**config.mk**
```make
export PLATFORM = sky130hd
export DESIGN_NAME = cbpm_ctrl
export DESIGN_NICKNAME = d
export VERILOG_FILES = /design/src/hw/rtl/cbpm_pkg.sv /design/src/hw/rtl/cbpm_ctrl.sv
export SDC_FILE = /design/constraint.sdc
export NUM_CORES = 1
export LEC_CHECK = 0
export BUFFER_PORTS_ARGS = -buffer_cell sky130_fd_sc_hd__buf_2
export CAP_MARGIN = 5
export CORE_AREA = 2 2 71 73
export CTS_CLUSTER_SIZE = 30
export DETAILED_ROUTE_END_ITERATION = 12
export DIE_AREA = 0 0 73 75
export PLACE_DENSITY_LB_ADDON = 0.15
export SETUP_SLACK_MARGIN = 0.15
export SLEW_MARGIN = 10
export SYNTH_ARGS = -nofsm -noshare
export SYNTH_HDL_FRONTEND = slang
export SYNTH_SLANG_ARGS = --single-unit
```
**constraint.sdc**
```tcl
create_clock -name clk -period 3.4 [get_ports clk]
set_clock_uncertainty 0.2 [all_clocks]
set_input_delay 0.34 -clock clk [delete_from_list [all_inputs] [get_ports clk]]
set_output_delay 0.34 -clock clk [all_outputs]
set_load 0.05 [all_outputs]
```
**src/hw/rtl/cbpm_pkg.sv**
```systemverilog
// Package for the clock buffer pool manager: sizes, codes and command/status structs.
// Depends on nothing; used by every module of the block.
package cbpm_pkg;

    localparam int NUM_FRAMES = 32;
    localparam int FW         = $clog2(NUM_FRAMES);
    localparam int CW         = FW + 1;
    localparam logic [15:0] PIN_MAX = 16'hFFFF;

    localparam logic [2:0] OP_READ    = 3'd0;
    localparam logic [2:0] OP_ALLOC   = 3'd1;
    localparam logic [2:0] OP_UNPIN   = 3'd2;
    localparam logic [2:0] OP_FLUSH   = 3'd3;
    localparam logic [2:0] OP_DISPOSE = 3'd4;

    localparam logic [1:0] ST_OK       = 2'd0;
    localparam logic [1:0] ST_EXCEEDED = 2'd1;
    localparam logic [1:0] ST_NOTPIN   = 2'd2;
    localparam logic [1:0] ST_PINNED   = 2'd3;

    typedef struct packed {
        logic [4:0]  frame;
        logic        hit;
        logic [1:0]  status;
        logic        wb;
        logic [15:0] wb_file;
        logic [31:0] wb_page;
        logic        fetch;
        logic        last;
    } result_t;

    // controller -> datapath
    typedef enum logic [3:0] {
        CMD_NONE   = 4'd0,
        CMD_LOAD   = 4'd1,  // latch input item
        CMD_SCLR   = 4'd2,  // start scan at frame 0
        CMD_SNEXT  = 4'd3,  // scan index + 1
        CMD_HIT    = 4'd4,  // ref=1, pin++ on match
        CMD_HADV   = 4'd5,  // advance clock hand
        CMD_REFCLR = 4'd6,  // clear ref at hand + 1, advance hand
        CMD_FILL   = 4'd7,  // load frame at hand + 1, advance hand
        CMD_UNPIN  = 4'd8,
        CMD_DCLR   = 4'd10, // clear dirty at scan
        CMD_CLRS   = 4'd11  // clear frame at scan
    } cmd_t;

    // datapath -> controller
    typedef struct packed {
        logic [2:0] op;
        logic       scan_end;   // scan index reached active count
        logic       scan_match; // valid, tags match at scan index (file only if flush)
        logic       scan_free;  // invalid or unpinned at scan index
        logic       scan_dirty;
        logic       scan_pinned;
        logic       h_valid;    // at hand + 1
        logic       h_pinned;
        logic       h_ref;
        logic       h_dirty;
    } status_t;

endpackage

```
**src/hw/rtl/cbpm_ctrl.sv**
```systemverilog
// Controller state machine: sequences lookup, clock sweep, flush walk and result emission.
// Depends on cbpm_pkg; drives cbpm_datapath through cmd_t and reads status_t.
module cbpm_ctrl
    import cbpm_pkg::*;
(
    input  logic        clk,
    input  logic        rst_n,
    input  logic        in_fire,
    output logic        in_rdy,
    input  status_t     st,
    input  logic [FW-1:0] scan_idx,
    input  logic [FW-1:0] hand_nxt,
    input  logic [15:0] h_file,
    input  logic [31:0] h_page,
    input  logic [15:0] s_page_file,
    input  logic [31:0] s_page,
    input  logic        res_full,
    output cmd_t        cmd,
    output logic        res_set,
    output result_t     res_in
);
    typedef enum logic [7:0] {
        S_IDLE  = 8'b0000_0001,
        S_FIND  = 8'b0000_0010, // tag lookup over frames
        S_ANY   = 8'b0000_0100, // any unpinned/invalid frame
        S_SWEEP = 8'b0000_1000,
        S_FILL  = 8'b0001_0000,
        S_FLUSH = 8'b0010_0000,
        S_FPIN  = 8'b0100_0000, // flush: pin check on a match, after any dirty report
        S_DONE  = 8'b1000_0000
    } state_t;

    state_t state_reg, state_next;

    assign in_rdy = (state_reg == S_IDLE);

    function automatic result_t mk(input logic [4:0] fr, input logic h,
                                   input logic [1:0] s, input logic fe);
        result_t r;
        r = '0;
        r.frame = fr; r.hit = h; r.status = s; r.fetch = fe; r.last = 1'b1;
        return r;
    endfunction

    always_comb
    begin
        state_next = state_reg;
        cmd     = CMD_NONE;
        res_set = 1'b0;
        res_in  = '0;
        unique case (state_reg)
            S_IDLE:
                if (in_fire)
                begin
                    cmd = CMD_LOAD;
                    state_next = S_DONE;
                end
            S_DONE:
            begin
                // after load: start scan, or answer an unknown op with an OK result
                cmd = CMD_SCLR;
                if (st.op == OP_FLUSH) state_next = S_FLUSH;
                else if (st.op <= OP_DISPOSE) state_next = S_FIND;
                else if (!res_full)
                begin
                    res_set = 1'b1;
                    res_in = mk(5'd0, 1'b0, ST_OK, 1'b0);
                    state_next = S_IDLE;
                    cmd = CMD_NONE;
                end
                else cmd = CMD_NONE;
            end
            S_FIND:
                if (st.scan_end)
                begin
                    if (st.op == OP_READ || st.op == OP_ALLOC)
                    begin
                        cmd = CMD_SCLR;
                        state_next = S_ANY;
                    end
                    else if (!res_full)
                    begin
                        res_set = 1'b1;
                        res_in = mk(5'd0, 1'b0, ST_OK, 1'b0);
                        state_next = S_IDLE;
                    end
                end
                else if (!st.scan_match) cmd = CMD_SNEXT;
                else if (!res_full)
                begin
                    state_next = S_IDLE;
                    res_set = 1'b1;
                    unique case (st.op)
                        OP_READ, OP_ALLOC:
                        begin
                            cmd = CMD_HIT;
                            res_in = mk(5'(scan_idx), 1'b1, ST_OK, 1'b0);
                        end
                        OP_UNPIN:
                            if (!st.scan_pinned)
                                res_in = mk(5'(scan_idx), 1'b1, ST_NOTPIN, 1'b0);
                            else
                            begin
                                cmd = CMD_UNPIN;
                                res_in = mk(5'(scan_idx), 1'b1, ST_OK, 1'b0);
                            end
                        default:
                            if (st.scan_pinned)
                                res_in = mk(5'(scan_idx), 1'b1, ST_PINNED, 1'b0);
                            else
                            begin
                                cmd = CMD_CLRS;
                                res_in = mk(5'(scan_idx), 1'b1, ST_OK, 1'b0);
                            end
                    endcase
                end
            S_ANY:
                if (st.scan_end)
                begin
                    if (!res_full)
                    begin
                        res_set = 1'b1;
                        res_in = mk(5'd0, 1'b0, ST_EXCEEDED, 1'b0);
                        state_next = S_IDLE;
                    end
                end
                else if (st.scan_free) state_next = S_SWEEP;
                else cmd = CMD_SNEXT;
            S_SWEEP:
                // a free frame exists, so this terminates within 2 passes
                if (!st.h_valid) state_next = S_FILL;
                else if (st.h_pinned) cmd = CMD_HADV;
                else if (st.h_ref) cmd = CMD_REFCLR;
                else if (st.h_dirty)
                begin
                    if (!res_full)
                    begin
                        res_set = 1'b1;
                        res_in = '0;
                        res_in.frame = 5'(hand_nxt);
                        res_in.wb = 1'b1;
                        res_in.wb_file = h_file;
                        res_in.wb_page = h_page;
                        state_next = S_FILL;
                    end
                end
                else state_next = S_FILL;
            S_FILL:
                if (!res_full)
                begin
                    cmd = CMD_FILL;
                    res_set = 1'b1;
                    res_in = mk(5'(hand_nxt), 1'b0, ST_OK, st.op == OP_READ);
                    state_next = S_IDLE;
                end
            S_FLUSH:
                if (st.scan_end)
                begin
                    if (!res_full)
                    begin
                        res_set = 1'b1;
                        res_in = mk(5'd0, 1'b0, ST_OK, 1'b0);
                        state_next = S_IDLE;
                    end
                end
                else if (!st.scan_match) cmd = CMD_SNEXT;
                else if (st.scan_dirty)
                begin
                    if (!res_full)
                    begin
                        cmd = CMD_DCLR;
                        res_set = 1'b1;
                        res_in = '0;
                        res_in.frame = 5'(scan_idx);
                        res_in.wb = 1'b1;
                        res_in.wb_file = s_page_file;
                        res_in.wb_page = s_page;
                        state_next = S_FPIN;
                    end
                end
                else state_next = S_FPIN;
            S_FPIN:
                if (st.scan_pinned)
                begin
                    if (!res_full)
                    begin
                        res_set = 1'b1;
                        res_in = mk(5'(scan_idx), 1'b1, ST_PINNED, 1'b0);
                        state_next = S_IDLE;
                    end
                end
                else
                begin
                    cmd = CMD_CLRS;
                    state_next = S_FLUSH;
                end
            default: state_next = S_IDLE;
        endcase
    end

    // CLRS leaves scan index in place; next S_FLUSH cycle sees invalid frame and steps on.

    always_ff @(posedge clk or negedge rst_n)
    begin
        if (!rst_n)
        begin
            state_reg <= S_IDLE;
        end
        else
        begin
            state_reg <= state_next;
        end
    end
endmodule

```
# Word level (Yosys, flattened, before mapping)
# Index checks and enable logic that the tools add are counted.
# totals
regBits	8
input_bits	122
out_inout_bits	65
elab_cells	107
# op_classes
magnitude_cmp	1
eq_ne	19
n_mux	82
reduce_logical	4
# ops
cell	count
$mux 59	16
$pmux 59 s7	1
$mux 8	19
$mux 53	2
$pmux 53 s2	1
$mux 52	2
$pmux 8 s8	1
$mux 4	9
$pmux 4 s8	1
$mux 1	19
$ne 3x3->1 const B	5
$mux 3	4
$mux 2	5
$eq 8x1->1 const B	1
$eq 8x2->1 const B	1
$eq 8x3->1 const B	1
$eq 8x4->1 const B	1
$eq 8x5->1 const B	1
$eq 8x6->1 const B	1
$eq 8x7->1 const B	1
$eq 8x8->1 const B	1
$ne 4x4->1 const B	2
$pmux 4 s2	1
$reduce_and 8->1	1
8 further kinds	9

# Longest topological paths before layout
# depth
depth_word	7
ltp_mapped	9
depth_no_buf	6

# Worst setup path before layout
# OpenSTA, ideal clock, no wires.
# synth_path
path_type	register to output
start	reg state_reg[0]
end	out cmd[2]
arrival_ns	3.279
slack_ns	-0.419
path_stages_with_launch	6
path_buffers	1
cell_sequence	dfstp_2 -> buf_2 -> or4b_1 -> nor2_2 -> nand3_1 -> o311ai_0
# synth_via
elab_chain_cells	2
word_cells_on_any_way	9
classes_between	eq/ne: 8; mux: 1
# synth_rtl
element	line	text
from (decl)	cbpm_ctrl.sv:33	state_t state_reg, state_next;
from (signal assigned)	cbpm_ctrl.sv:211	state_reg <= state_next;
$eq 8x7->1, or another cell as far along	cbpm_ctrl.sv:51	unique case (state_reg)
$pmux 4 s8 (*)	cbpm_ctrl.sv:51	
to (decl)	cbpm_ctrl.sv:18	output cmd_t cmd,
# Every way passes the cells marked *; elsewhere a longest branch is shown, timed or not.

==> flow_summary.json <==
{
  "outcome": "completed",
  "grt_max_degree": 50,
  "ys.flop_type": "dfrtp_1",
  "rsz0062_at_grt": "false",
  "fmax_mhz": 327,
  "dieHeight_um": 75,
  "synth_compound_area_frac": 0.472,
  "endpoint": "res_in[36]",
  "ys_ff_latch": 8,
  "antenna_found_initial": 0,
  "n_antenna_cell": 0,
  "crit_fanout": 49,
  "vias": 2419,
  "synthAdderAreaFrac": 0,
  "grtUsageTotal": 0.241,
  "core-area_um2": 4660,
  "placed_cell_area_um2": 2480,
  "clkTransAtPathRegs_ns": 0.04,
  "cts_setup_buffers": 0,
  "avgViaCountPerCell": 5.56,
  "syn_nets": 332,
  "first_pass_iters": 4,
  "io_pins": 187,
  "cts_root_buffer": "clkbuf_8",
  "die_w_um": 73,
  "crit_slowest_cell": "dfrtp_2",
  "syn-cell-area_um2": 1570,
  "tightest_slew_ns": 0.420,
  "synth_edf_count": 0,
  "reg2reg_to": "state_reg[0]$_DFFE_PN1P_",
  "postLayoutSetupSlackWorst_ns": 0.344,
  "ys_types": 56,
  "htreeDepth": 1,
  "r2r_slack_ns": 1.07,
  "grt_pass1_vias": 1995,
  "mostFrequentLayoutCell": "buf_2",
  "die-area_um2": 5480,
  "synth_top_area_cell": "a22o_1",
  "grt_pass1_wl_mm": 10.4,
  "start_util": 0.337,
  "yosysWarnings": 0,
  "vdd_drop_max_v": 0.000431,
  "p_leak_nw": 1.49,
  "clock_path_buffers": 2,
  "multi_input_area_um2": 1250,
  "avgSynthCellArea_um2": 7.47,
  "place_congestion": 0.919,
  "cp-end-kind": "output pin",
  "synth_top_family_by_area": "compound AO/OA/AOI/OAI gates",
  "r2r_start": "state_reg[6]$_DFFE_PN0P_",
  "maxSlewViolCount": 0,
  "layout-drive-gt1-share": 0.546,
  "rows": 25,
  "period_share": 0.899,
  "synthXorXnorAreaFrac": 0.00558,
  "pwr_density_cell_nw_per_um2": 265,
  "synth_mux_area_frac": 0,
  "final_nets": 504,
  "cp.required_ns": 2.86,
  "setup_violations": 0,
  "drt_iter0_markers": 91,
  "cp-start-kind": "flop",
  "fin_area_um2": 2550,
  "clk_latency_ns": 0.23,
  "routed_wl_mm": 7.46,
  "drc_errors": 0,
  "cts_tree": "built",
  "crit_path_start": "state_reg[1]$_DFFE_PN0P_",
  "mostFrequentLayoutCells": "buf_2 (186), a22o_1 (53), nand2_1 (20)",
  "synth_top_area_frac": 0.296,
  "largest_reg_flops": 8,
  "cts_inserted_buffers": 3,
  "cts_sinks": 8,
  "dp_slack_ns": 0.441,
  "reg2reg_depth": 5,
  "async_reset_ff_frac": 1.00,
  "area_delta_synth_final_pct": 62.7,
  "slowest_delay_ns": 0.49,
  "hp-class": "in2async",
  "avgRoutedWirePerCell_um": 17.1,
  "cp_data_arrival_time_ns": 2.52,
  "dp_hpwl_mm": 6.21,
  "fill_cells": 472,
  "hold_slack_ns": 0.280,
  "ys_top_cells_by_area": "a22o_1 (30%), dfrtp_1 (11%), nand2_1 (4.8%), nor2_1 (4.3%), buf_2 (4.1%)",
  "path_class": "reg2out",
  "synthSimpleGateAreaFrac": 0.309,
  "path_cells": "nor4_4, and3_1, and4_1, clkbuf_8, a22o_1, buf_2",
  "seqCellArea_um2": 203,
  "finalPower_w": 0.000677,
  "hold_violations": 0,
  "relSlewSlack": 0.717,
  "io_buffers": 186,
  "syn_inst": 210,
  "maxCapViolCount": 0,
  "setup_tns_ns": 0,
  "ys_seq_area_frac": 0.128,
  "antenna_left": 0,
  "grt.overflow.total": 0,
  "period_needed_ns": 3.06
}
[cell usage after synthesis, types with 2 or more instances]
master and number:
o21ai_0 7, nand2_1 20, o31ai_1 4, buf_2 13, dfrtp_1 7, and3_1 2, a21oi_1 8, or4_1 2
buf_4 2, a22o_1 53, nand3b_1 2, clkbuf_1 6, nor3b_1 2, nor4b_1 3, inv_1 4, a31oi_1 4
o21bai_1 2, or2_1 2, nand3_1 8, and4_1 2, a32oi_1 2, nor2_1 18, nand4b_1 3, nor4_1 2
[worst max-delay path, delay by kind of cell (launching register included)]
family / cells / cell delay [ns]
simple gates: 3 / 0.96
buf+inv: 2 / 0.60
flops: 1 / 0.49
compound gates: 1 / 0.23
[routing by layer]
metal | up-vias | track usage | wire (µm)
li1 | 1177 | - | -
met1 | 1113 | 0.364 | 3330
met2 | 123 | 0.364 | 3500
met3 | 6 | 0.0281 | 568
met4 | 0 | 0.0597 | 62
met5 | - | 0 | 0
[final cells by class]
type | instances | area share
clock buffers | 4 | 0.0176
inverters | 4 | 0.00588
multi-input cells | 175 | 0.491
flip-flops and latches | 8 | 0.0794
well taps | 54 | 0.0265
repair buffers | 190 | 0.380
[worst min-delay path by stage]
| stage | startpoint | end | slack (ns) | cells after the start |
|---|---|---|---|---|
| after floorplan | rst_n | state_reg[1]$_DFFE_PN0P_ | -0.16 | 0 |
| after global placement | rst_n | state_reg[1]$_DFFE_PN0P_ | -0.02 | 1 |
| after detailed placement | rst_n | state_reg[1]$_DFFE_PN0P_ | -0.01 | 1 |
| after CTS | rst_n | state_reg[1]$_DFFE_PN0P_ | 0.29 | 2 |
| after global routing | rst_n | state_reg[5]$_DFFE_PN0P_ | 0.29 | 2 |
| final | rst_n | state_reg[5]$_DFFE_PN0P_ | 0.28 | 2 |
[where the power goes]
part	internal [W]	switching (W)	leakage (nW)
Sequential	0.000115	0.0000348	0.105
Clock	0.0000810	0.0000351	0.0228
Combinational	0.000180	0.000231	1.36
[what timing repair did]
action                                 in CTS  in global routing
endpoints found under the hold margin       8                  0
hold buffers                                1                  0
setup endpoints to repair                   0                 54
gates resized for setup                     0                  6
[logic make-up after synthesis]
| family | Yosys count |
|---|---|
| AOI/OAI and AO/OA | 93 |
| and+or+nand+nor | 81 |
| buffers and inverters | 27 |
| DFF | 8 |
| xor gates and xnor gates | 1 |
[through the flow]
step	instances	utilization
2_1_floorplan	210	-
5_1_grt	435	0.548
3_3_place_gp	430	0.533
4_1_cts	435	0.544
6_report	435	0.548
3_5_place_dp	430	0.533
No activity file was read; power rests on OpenSTA's default activity.
